`src/rtl/lpt_split_pkg.sv`:
```
`default_nettype none

package lpt_split_pkg;

  localparam int unsigned MaxJobsDefault  = 16;
  localparam int unsigned CostBitsDefault = 16;

  localparam int unsigned JobIndexW = 6;
  localparam int unsigned SumW      = 22;
  localparam logic [SumW-1:0] SumMax = {SumW{1'b1}};

  localparam logic SideInline = 1'b0;
  localparam logic SideWorker = 1'b1;

  localparam logic CfgIdxGlobalSeq   = 1'b0;
  localparam logic CfgIdxWorkerReady = 1'b1;

  // Outcome of placing one job on a side
  typedef struct packed {
    logic            side;
    logic [SumW-1:0] inline_sum;
    logic [SumW-1:0] worker_sum;
  } assign_t;

  typedef enum logic [2:0] {
    StIdle   = 3'b001,
    StInsert = 3'b010,
    StEmit   = 3'b100
  } state_e;

endpackage

`default_nettype wire

```
`src/rtl/lpt_split_assign.sv`:
```
`default_nettype none

module lpt_split_assign #(
  parameter int unsigned COST_BITS = lpt_split_pkg::CostBitsDefault
) (
  input  wire logic                          split_i,
  input  wire logic [COST_BITS-1:0]          cost_i,
  input  wire logic [lpt_split_pkg::SumW-1:0] inline_sum_i,
  input  wire logic [lpt_split_pkg::SumW-1:0] worker_sum_i,
  output lpt_split_pkg::assign_t             result_o
);
  import lpt_split_pkg::*;

  localparam int unsigned ExtW = ((COST_BITS > SumW) ? COST_BITS : SumW) + 1;

  logic            to_worker;
  logic [SumW-1:0] base_sum;
  logic [ExtW-1:0] wide_sum;
  logic [SumW-1:0] sat_sum;

  // Equal loads go inline; sequential mode never picks the worker
  assign to_worker = split_i && (inline_sum_i > worker_sum_i);
  assign base_sum  = to_worker ? worker_sum_i : inline_sum_i;
  assign wide_sum  = ExtW'(base_sum) + ExtW'(cost_i);
  assign sat_sum   = (wide_sum > ExtW'(SumMax)) ? SumMax : wide_sum[SumW-1:0];

  always_comb begin
    result_o.side       = to_worker ? SideWorker : SideInline;
    result_o.inline_sum = to_worker ? inline_sum_i : sat_sum;
    result_o.worker_sum = to_worker ? sat_sum : worker_sum_i;
  end

endmodule

`default_nettype wire

```
`src/rtl/two_way_lpt_load_split_unit.sv`:
```
`default_nettype none

// Channel   Handshake               Payload
// in        in_valid_i/in_stall_o   job_cost_i, batch_sequential_i, last_job_i
// out       out_valid_o/out_stall_i job_index_o, side_o, inline_total_o,
//                                   worker_total_o, split_used_o, last_result_o
// cfg       cfg_we_i                cfg_index_i, cfg_data_i
//
// Each job but the first of a batch walks in from the tail of the sorted list,
// moving past one lighter entry a cycle and then being placed, set by the single
// write port of the sorted-list memory. A last job adds a first read of the list
// and then one result per cycle while out_stall_i is low; output stalls hold the
// emission loop. Reset clears the job count and running totals; the list
// memories need no clearing.
module two_way_lpt_load_split_unit #(
  parameter int unsigned MAX_JOBS  = lpt_split_pkg::MaxJobsDefault,
  parameter int unsigned COST_BITS = lpt_split_pkg::CostBitsDefault
) (
  input  wire logic                                 clk_i,
  input  wire logic                                 rst_ni,
  input  wire logic                                 cfg_we_i,
  input  wire logic                                 cfg_index_i,
  input  wire logic                                 cfg_data_i,
  input  wire logic                                 in_valid_i,
  output logic                                      in_stall_o,
  input  wire logic [COST_BITS-1:0]                 job_cost_i,
  input  wire logic                                 batch_sequential_i,
  input  wire logic                                 last_job_i,
  output logic                                      out_valid_o,
  input  wire logic                                 out_stall_i,
  output logic [lpt_split_pkg::JobIndexW-1:0]       job_index_o,
  output logic                                      side_o,
  output logic [lpt_split_pkg::SumW-1:0]            inline_total_o,
  output logic [lpt_split_pkg::SumW-1:0]            worker_total_o,
  output logic                                      split_used_o,
  output logic                                      last_result_o
);
  import lpt_split_pkg::*;

  localparam int unsigned IdxW   = $clog2(MAX_JOBS);
  localparam int unsigned CntW   = $clog2(MAX_JOBS + 1);
  localparam int unsigned EntryW = IdxW + COST_BITS;

  // Sorted list, heaviest first: {arrival index, cost}
  logic [EntryW-1:0]    sort_mem [MAX_JOBS];
  // Costs in arrival order, for sequential emission
  logic [COST_BITS-1:0] arr_mem  [MAX_JOBS];

  state_e state_q, state_d;

  logic [CntW-1:0]      count_q, count_d;
  logic [IdxW-1:0]      ins_k_q, ins_k_d;
  logic [IdxW-1:0]      emit_k_q, emit_k_d;
  logic                 rd_ok_q, rd_ok_d;
  logic [COST_BITS-1:0] cost_q;
  logic                 last_q;
  logic                 bseq_q;
  logic                 gseq_q;
  logic                 wready_q;
  logic [SumW-1:0]      inl_sum_q, inl_sum_d;
  logic [SumW-1:0]      wrk_sum_q, wrk_sum_d;

  logic                 out_valid_q, out_valid_d;
  logic [JobIndexW-1:0] out_index_q;
  logic                 out_side_q;
  logic [SumW-1:0]      out_inl_q;
  logic [SumW-1:0]      out_wrk_q;
  logic                 out_split_q;
  logic                 out_last_q;

  logic                 rd_en;
  logic [IdxW-1:0]      rd_addr;
  logic [EntryW-1:0]    sort_rd_q;
  logic [COST_BITS-1:0] arr_rd_q;

  logic                 sort_we;
  logic [IdxW-1:0]      sort_waddr;
  logic [EntryW-1:0]    sort_wdata;
  logic                 arr_we;
  logic [IdxW-1:0]      arr_waddr;

  logic                 accept;
  logic                 split;
  logic                 emit_last;
  logic                 out_load;
  logic [COST_BITS-1:0] rd_cost;
  logic [IdxW-1:0]      rd_index;
  logic [COST_BITS-1:0] emit_cost;
  logic [IdxW-1:0]      emit_index;
  assign_t              asg;

  assign in_stall_o = (state_q != StIdle);
  assign accept     = in_valid_i && !in_stall_o;

  assign rd_cost  = sort_rd_q[COST_BITS-1:0];
  assign rd_index = sort_rd_q[EntryW-1:COST_BITS];

  assign split      = !gseq_q && !bseq_q && wready_q && (count_q >= CntW'(2));
  assign emit_last  = ((CntW'(emit_k_q) + CntW'(1)) == count_q);
  assign emit_cost  = split ? rd_cost : arr_rd_q;
  assign emit_index = split ? rd_index : emit_k_q;
  assign out_load   = (state_q == StEmit) && rd_ok_q && (!out_valid_q || !out_stall_i);

  lpt_split_assign #(
    .COST_BITS (COST_BITS)
  ) u_assign (
    .split_i      (split),
    .cost_i       (emit_cost),
    .inline_sum_i (inl_sum_q),
    .worker_sum_i (wrk_sum_q),
    .result_o     (asg)
  );

  always_comb begin
    state_d    = state_q;
    count_d    = count_q;
    ins_k_d    = ins_k_q;
    emit_k_d   = emit_k_q;
    rd_ok_d    = rd_ok_q;
    inl_sum_d  = inl_sum_q;
    wrk_sum_d  = wrk_sum_q;
    rd_en      = 1'b0;
    rd_addr    = '0;
    sort_we    = 1'b0;
    sort_waddr = '0;
    sort_wdata = {count_q[IdxW-1:0], cost_q};
    arr_we     = 1'b0;
    arr_waddr  = count_q[IdxW-1:0];
    case (state_q)
      StIdle: begin
        emit_k_d = '0;
        rd_ok_d  = 1'b0;
        if (accept) begin
          if (count_q < CntW'(MAX_JOBS)) begin
            arr_we = 1'b1;
            if (count_q == '0) begin
              sort_we    = 1'b1;
              sort_wdata = {IdxW'(0), job_cost_i};
              count_d    = count_q + CntW'(1);
              if (last_job_i) begin
                state_d = StEmit;
              end
            end else begin
              // Start the walk from the tail of the list
              rd_en   = 1'b1;
              rd_addr = count_q[IdxW-1:0] - IdxW'(1);
              ins_k_d = count_q[IdxW-1:0];
              state_d = StInsert;
            end
          end else if (last_job_i) begin
            state_d = StEmit;
          end
        end
      end
      StInsert: begin
        // sort_rd_q holds entry ins_k_q - 1 unless the walk reached the head
        if ((ins_k_q != '0) && (rd_cost < cost_q)) begin
          sort_we    = 1'b1;
          sort_waddr = ins_k_q;
          sort_wdata = sort_rd_q;
          ins_k_d    = ins_k_q - IdxW'(1);
          if (ins_k_q != IdxW'(1)) begin
            rd_en   = 1'b1;
            rd_addr = ins_k_q - IdxW'(2);
          end
        end else begin
          sort_we    = 1'b1;
          sort_waddr = ins_k_q;
          count_d    = count_q + CntW'(1);
          state_d    = last_q ? StEmit : StIdle;
        end
      end
      StEmit: begin
        if (!rd_ok_q) begin
          rd_en   = 1'b1;
          rd_addr = emit_k_q;
          rd_ok_d = 1'b1;
        end else if (out_load) begin
          if (emit_last) begin
            count_d   = '0;
            inl_sum_d = '0;
            wrk_sum_d = '0;
            rd_ok_d   = 1'b0;
            state_d   = StIdle;
          end else begin
            inl_sum_d = asg.inline_sum;
            wrk_sum_d = asg.worker_sum;
            rd_en     = 1'b1;
            rd_addr   = emit_k_q + IdxW'(1);
            emit_k_d  = emit_k_q + IdxW'(1);
          end
        end
      end
      default: begin
        state_d = StIdle;
      end
    endcase
  end

  assign out_valid_d = out_load || (out_valid_q && out_stall_i);

  always_ff @(posedge clk_i) begin
    if (sort_we) begin
      sort_mem[sort_waddr] <= sort_wdata;
    end
    if (arr_we) begin
      arr_mem[arr_waddr] <= job_cost_i;
    end
    if (rd_en) begin
      sort_rd_q <= sort_mem[rd_addr];
      arr_rd_q  <= arr_mem[rd_addr];
    end
  end

  always_ff @(posedge clk_i) begin
    if (accept) begin
      cost_q <= job_cost_i;
      last_q <= last_job_i;
      bseq_q <= batch_sequential_i;
    end
    if (out_load) begin
      out_index_q <= JobIndexW'(emit_index);
      out_side_q  <= asg.side;
      out_inl_q   <= asg.inline_sum;
      out_wrk_q   <= asg.worker_sum;
      out_split_q <= split;
      out_last_q  <= emit_last;
    end
  end

  always_ff @(posedge clk_i or negedge rst_ni) begin
    if (!rst_ni) begin
      state_q     <= StIdle;
      count_q     <= '0;
      ins_k_q     <= '0;
      emit_k_q    <= '0;
      rd_ok_q     <= 1'b0;
      inl_sum_q   <= '0;
      wrk_sum_q   <= '0;
      out_valid_q <= 1'b0;
      gseq_q      <= 1'b0;
      wready_q    <= 1'b0;
    end else begin
      state_q     <= state_d;
      count_q     <= count_d;
      ins_k_q     <= ins_k_d;
      emit_k_q    <= emit_k_d;
      rd_ok_q     <= rd_ok_d;
      inl_sum_q   <= inl_sum_d;
      wrk_sum_q   <= wrk_sum_d;
      out_valid_q <= out_valid_d;
      if (cfg_we_i) begin
        if (cfg_index_i == CfgIdxGlobalSeq) begin
          gseq_q <= cfg_data_i;
        end else begin
          wready_q <= cfg_data_i;
        end
      end
    end
  end

  assign out_valid_o    = out_valid_q;
  assign job_index_o    = out_index_q;
  assign side_o         = out_side_q;
  assign inline_total_o = out_inl_q;
  assign worker_total_o = out_wrk_q;
  assign split_used_o   = out_split_q;
  assign last_result_o  = out_last_q;

endmodule

`default_nettype wire
```
`config.mk`:
```
export PLATFORM = sky130hd
export DESIGN_NAME = two_way_lpt_load_split_unit
export DESIGN_NICKNAME = d
export VERILOG_FILES = /design/src/rtl/lpt_split_pkg.sv /design/src/rtl/lpt_split_assign.sv /design/src/rtl/two_way_lpt_load_split_unit.sv
export SDC_FILE = /design/constraint.sdc
export NUM_CORES = 1
export LEC_CHECK = 0
export ABC_AREA = 0
export BUFFER_PORTS_ARGS = -buffer_cell sky130_fd_sc_hd__buf_2
export CAP_MARGIN = 25
export CORE_MARGIN = 2
export CORE_UTILIZATION = 45
export DETAILED_ROUTE_END_ITERATION = 6
export GPL_TIMING_DRIVEN = 0
export PLACE_DENSITY_LB_ADDON = 0.3
export SLEW_MARGIN = 20
export SYNTH_ARGS = -nofsm -noshare
export SYNTH_HDL_FRONTEND = slang
export SYNTH_SLANG_ARGS = --single-unit
```
`constraint.sdc`:
```
create_clock -name clk_i -period 9.75 [get_ports clk_i]
set_input_delay 1.4625 -clock clk_i [delete_from_list [all_inputs] [get_ports clk_i]]
set_output_delay 1.4625 -clock clk_i [all_outputs]
set_load 0.05 [all_outputs]
```
==> flow_summary_export.csv, run 1 <==
group,metric,value,unit
timing,final_min_period_over_clock_period,0.708,
pwr,powerDensity,288,mW/mm²
grt,antenna_found_initial,0,
yosys,synthTopCellsByCount,"edfxtp_1, nand2_1, mux4_2",
grt,grt-ovfl-total,0,
timing,finalHoldViolations,0,
setup_path,endpoint_kind,"register",
clock_network,postCtsSetupBuffers,0,
place,pre_cts_slack,2920,ps
routing,wl_per_cell,25.9,µm
grt,grt_pass1_wl,118000,µm
yosys,synth.distinct_cells,75,
place,dp_hpwl,55000,µm
final_layout,area_delta_synth_final,15.6,%
setup_path,crit_type,"register to register",
setup_path,worstReg2RegStart,"wrk_sum_q[19]$_DFFE_PN0P_",
timing,clock_skew,20.9,ps
place,dp.cells,2931,
final_layout,diodes,0,
pwr,total_leakage_power,0.0125,µW
timing,hold_slack,508,ps
place,place_congestion,0.907,
setup_path,reg2reg_to,"worker_total_o[14]$_DFFE_PP_",
yosys,synth_edf_count,681,
timing,fmaxAchievable,145,MHz
setup_path,timing.critical_path.buf_inv,6,
grt,grt_max_degree,50,
grt,first_global_vias,17791,
die,die_h,267,µm
yosys,synth_area,0.0311,mm²
pwr,intPower,6910,µW
timing,fin_crit,6900,ps
setup_path,cp_common_cell,"clkbuf_1",
setup_path,cpPeakStageDelay,570,ps
pwr,p_clk_frac,0.274,
timing,post-route-worst-setup-slack,2850,ps
setup_path,rr_worst_depth,21,
clock_network,tritoncts,"built",
clock_network,clock-sinks,745,
pwr,power_switching,3450,µW
routing,drtPass1Iterations,5,
timing,tns,0,ps
setup_path,reg2reg_setup_slack,2850,ps
yosys,synth_top_area_cell,"edfxtp_1",
setup_path,worst-endpoint-arrival,7340,ps
final_layout,stdcell_count,3075,
routing,route.final.wire_length,79700,µm
yosys,synthDominantCellAreaShare,0.657,
min_path,min_to,"wready_q$_DFFE_PN0P_",
clock_network,cts_root_buf,"clkbuf_16",
yosys,yosysWarnings,0,
pwr,p_comb_frac,0.314,
setup_path,required,10190,ps
clock_network,post_cts_resized,0,
die,start_util,0.454,
die,fp.dieW,267,µm
pwr,p_sw_frac,0.333,
clock_network,ctsHtreeMaxLevel,3,
pwr,total_power,10400,µW
yosys,ys_top_cells_by_area,"edfxtp_1, mux4_2, dfrtp_1",
grt,track_usage,0.228,
yosys,syn_inst,1887,
die,num_io_pins,80,
yosys,synth.most_common_cell,"edfxtp_1",
die,dieArea,0.0713,mm²
clock_network,insertion_delay,620,ps
min_path,min_path_type,"register to register",
clock_network,max-clock-path-buffers,3,
final_layout,fin_nets,2173,
timing,tightest_slew,1080,ps
yosys,ys_ff_latch,745,
pwr,p_seq_frac,0.412,
run_status,status,"completed",
setup_path,worst_setup_path_start_kind,"register",
flow_run,cap_violations,0,
yosys,syn_avg_cell_area,16.5,µm²
clock_network,path_clk_slew,60,ps
die,rows,96,
place,numPortBuffers,77,
yosys,async_reset_ff_frac,0.0859,
min_path,hold_depth,1,
timing,setup_viol,0,
final_layout,drive_gt1_frac,0.210,
die,core,0.0686,mm²
routing,drt-initial-drc-count,2062,
pwr,ir_drop,0.000155,V
routing,num_vias,17914,
setup_path,cp_max_fo,10,
yosys,seq_area_frac_synth,0.708,
setup_path,crit_family,"buffers and inverters",
timing,slew_headroom,0.282,
routing,remaining_drc_errors,0,
setup_path,slowest_stage,"mux2i_1",
yosys,synth_ff_type,"edfxtp_1",
routing,vias_per_cell,5.83,
timing,rsz0062_at_grt,"no",
routing,ant_nets,0,
clock_network,cts_hold_buffers,0,
setup_path,crit_chain,"inv_1 > ha_1 > nand4_1 > nor4_1 > buf_2 > a2111o_1 > o21ai_2 > clkbuf_1 > clkbuf_1 > o21ai_0 > ha_1 > clkbuf_1 > nand2_1 > nor2_1 > a21oi_1 > o21a_1 > or3_1 > mux2i_1 > clkbuf_1 > nor2_1 > o21ai_0",
timing,maxSlewViolCount,0,
clock_network,cts_buffers,78,
min_path,min-delay-start,"wready_q$_DFFE_PN0P_",
==> worst max path at each step <==
stage                                    to  slack [ps]  cells past startpoint                      start
2_1_floorplan  inline_total_o[19]$_DFFE_PP_        4780                     18  wrk_sum_q[19]$_DFFE_PN0P_
3_3_place_gp    worker_total_o[0]$_DFFE_PP_        2320                     20  wrk_sum_q[19]$_DFFE_PN0P_
5_1_grt        worker_total_o[14]$_DFFE_PP_        2440                     21  wrk_sum_q[19]$_DFFE_PN0P_
6_report       worker_total_o[14]$_DFFE_PP_        2850                     21  wrk_sum_q[19]$_DFFE_PN0P_
3_5_place_dp   worker_total_o[14]$_DFFE_PP_        2920                     20  wrk_sum_q[19]$_DFFE_PN0P_
4_1_cts        worker_total_o[14]$_DFFE_PP_        2920                     20  wrk_sum_q[19]$_DFFE_PN0P_
==> per-stage QoR <==
step	util	instance area [µm²]
6_report	0.525	36000
5_1_grt	0.525	36000
4_1_cts	0.524	36000
3_5_place_dp	0.489	33500
3_3_place_gp	0.477	32700
2_1_floorplan	-	31100
==> power groups by stage <==
stage | logic, µW | clock network, µW | registers, µW
final | 3250 | 2840 | 4270
after global routing | 3520 | 3000 | 4280
after CTS | 3250 | 2880 | 4260
after detailed placement | 3230 | 0 | 4320
after global placement | 3060 | 0 | 4330
after floorplan | 2140 | 0 | 4240
==> flip-flops by register name, indices dropped and copies added (netlist names), 4 cells and up <==
name and flops:
sort_mem 320, arr_mem 256, inl_sum_q 22, inline_total_o 22, worker_total_o 22, wrk_sum_q 22
sort_rd_q 20, arr_rd_q 16, cost_q 16, count_q 5, emit_k_q 4, ins_k_q 4
job_index_o 4
==> cells in the final DEF, fill, tap and decap left out, types with 12 or more instances in the layout <==
cell       instances
nand2_1          215
a21o_1            15
dfrtp_1           63
nand3_1           19
nor2_1            69
nor2_4            20
buf_6             15
ha_1              66
a21oi_1           56
inv_1             55
a22oi_1           73
clkbuf_16         82
edfxtp_1         681
nor3_1            26
clkbuf_1          76
a221o_1           17
o21ai_0           91
buf_2             96
a211oi_1          14
clkinv_1          18
xnor2_1           12
buf_16            13
mux4_2           144
==> metal layers <==
metal | wire length, µm | vias up | share of wire | global-route usage
li1 | - | 7858 | - | -
met1 | 32800 | 9132 | 0.41 | 0.316
met2 | 38500 | 778 | 0.48 | 0.371
met3 | 5880 | 146 | 0.074 | 0.0362
met4 | 2580 | 0 | 0.032 | 0.0735
met5 | 0 | - | 0 | 0
==> cell families after synthesis <==
logic type / Yosys count / share of synthesized area
other: 1 / 0.000120
buffers and inverters: 144 / 0.0199
AOI/OAI and AO/OA: 333 / 0.0717
adders and majority gates: 67 / 0.0272
and+or+nand+nor: 419 / 0.0583
DFF: 745 / 0.708
muxes: 156 / 0.108
xor gates and xnor gates: 22 / 0.00619
==> final cells by class <==
cell class | instances | area (µm²)
clock buffer | 104 | 2140
buffer | 87 | 408
fill | 5448 | 32600
sequential | 745 | 22100
inverter | 57 | 215
timing repair buffer | 113 | 1010
multi-input combinational | 999 | 8700
clock inverter | 39 | 285
tap | 931 | 1160
Power figures use the tool's default switching activity.
==> run 2, diff against run 1 <==
- clock period: 9.75 -> 5.7 ns (I/O delays scaled with it)
==> flow_summary_export.csv, run 2 (synthesis results as in run 1) <==
group,metric,value,unit
final_layout,layout_commonest_cell,"edfxtp_1",
grt,grt-ovfl-total,0,
timing,final_min_period_over_clock_period,0.951,
die,start_util,0.454,
routing,remaining_drc_errors,0,
final_layout,final_cell_mix,"edfxtp_1, nand2_1, mux4_2",
routing,ant_nets,0,
grt,antenna_found_initial,0,
clock_network,clock-sinks,745,
setup_path,required,6050,ps
pwr,powerDensity,492,mW/mm²
setup_path,rr_worst_depth,22,
clock_network,cts_root_buf,"clkbuf_16",
die,core,0.0686,mm²
routing,vias_per_cell,5.84,
place,place_congestion,0.907,
final_layout,drive_gt1_frac,0.221,
final_layout,reg_top3,"sort_mem (320), arr_mem (256)",
routing,route.final.wire_length,80000,µm
timing,maxSlewViolCount,0,
place,pre_cts_slack,-1130,ps
run_status,status,"completed",
setup_path,cp_max_fo,10,
setup_path,reg2reg_setup_slack,280,ps
clock_network,max-clock-path-buffers,3,
final_layout,largest-register,"sort_mem",
pwr,total_leakage_power,0.0126,µW
timing,fin_crit,5420,ps
final_layout,area_delta_synth_final,16.0,%
clock_network,insertion_delay,630,ps
final_layout,diodes,0,
place,dp.cells,2931,
die,num_io_pins,80,
place,dpl_cell_area,0.0335,mm²
clock_network,cts_buffers,78,
flow_run,cap_violations,0,
timing,setup_viol,0,
routing,wl_per_cell,26.0,µm
clock_network,ctsHtreeMaxLevel,3,
final_layout,stdcell_count,3079,
grt,first_global_vias,17802,
setup_path,worst_setup_path_start_kind,"register",
timing,finalHoldViolations,0,
routing,num_vias,17996,
timing,tns,0,ps
timing,post-route-worst-setup-slack,278,ps
grt,grt_pass1_wl,118000,µm
timing,clock_skew,21.5,ps
place,numPortBuffers,77,
timing,rsz0062_at_grt,"no",
die,fp.dieW,267,µm
setup_path,endpoint_kind,"register",
grt,grt_max_degree,50,
die,rows,96,
grt,track_usage,0.228,
die,die_h,267,µm
setup_path,reg2reg_to,"worker_total_o[19]$_DFFE_PP_",
clock_network,cts_hold_buffers,0,
timing,fmaxAchievable,184,MHz
final_layout,fin_nets,2177,
clock_network,tritoncts,"built",
die,dieArea,0.0713,mm²
final_layout,fin_area,0.0361,mm²
place,dp_hpwl,55000,µm
timing,slew_headroom,0.273,
routing,drt-initial-drc-count,2131,
pwr,ir_drop,0.000267,V
final_layout,largest_reg_flops,320,
timing,tightest_slew,1090,ps
setup_path,crit_type,"register to register",
min_path,min_path_type,"input pin to asynchronous set/reset pin",
clock_network,path_clk_slew,60,ps
setup_path,worst-endpoint-arrival,5770,ps
setup_path,worstReg2RegStart,"wrk_sum_q[18]$_DFFE_PN0P_",
routing,drtPass1Iterations,6,
## run 2: cell types whose count changed in the layout (fill, tap and decap cells not counted), sizes merged
cell and change:
buf +6, clkbuf -2
## run 2: area by class of cell
type                            instances  area, µm²
Sequential cell                       745      22100
Fill cell                            5438      32400
Inverter                               57        215
Buffer                                 85        422
Tap cell                              931       1160
Timing Repair Buffer                  119       1050
Clock inverter                         39        285
Multi-Input combinational cell        999       8800
Clock buffer                          104       2140
## run 2: critical path, stage by stage, from the launching register on
cell and delay (ps):
dfrtp_1 460, inv_1 100, ha_1 290, nand4_1 90, buf_4 170, nor4_1 70, buf_2 180, a2111o_1 520
o21ai_4 260, clkbuf_4 270, clkbuf_2 260, nand2_1 80, o21ai_1 150, ha_1 300, and2_1 180, a221o_1 380
a21oi_4 220, o21a_4 220, or3_1 180, mux2i_4 130, buf_4 220, o31ai_1 290, o31ai_1 120
## run 2: metrics by stage
stage | util | power (µW) | hold slack (ps)
final | 0.527 | 17800 | 105
after global routing | 0.527 | 18500 | 91.7
after CTS | 0.526 | 17800 | 85.0
after detailed placement | 0.489 | 12900 | 502
after global placement | 0.477 | 12600 | 487
after floorplan | - | 10900 | 459
## run 2: where the power goes
part	switching (µW)	total [µW]	internal [µW]
logic	3540	5610	2070
clock network	2070	4860	2790
registers	312	7300	6990
## run 2: how the worst max path moves through the flow
stage / from / endpoint
floorplan: wrk_sum_q[19]$_DFFE_PN0P_ / inline_total_o[19]$_DFFE_PP_
detailed placement: wrk_sum_q[19]$_DFFE_PN0P_ / worker_total_o[14]$_DFFE_PP_
global placement: wrk_sum_q[19]$_DFFE_PN0P_ / worker_total_o[0]$_DFFE_PP_
finish: wrk_sum_q[18]$_DFFE_PN0P_ / worker_total_o[19]$_DFFE_PP_
global route: wrk_sum_q[18]$_DFFE_PN0P_ / worker_total_o[6]$_DFFE_PP_
CTS: wrk_sum_q[19]$_DFFE_PN0P_ / inline_total_o[19]$_DFFE_PP_
## run 2: metal layers
layer,wire length (µm),vias up,global-route usage,share of wire
met1,32800,9221,0.317,0.41
li1,-,7872,-,-
met4,2560,0,0.0715,0.032
met2,38700,764,0.372,0.48
met5,0,-,0,0
met3,5870,139,0.0363,0.073
## run 2: repair_timing
| item | in CTS | in global routing |
|---|---|---|
| setup buffers | 4 | 2 |
| resized for setup | 19 | 20 |
| pin swaps | 2 | 0 |
| endpoints found under the hold margin | 0 | 0 |
| endpoints found under the setup margin | 88 | 72 |
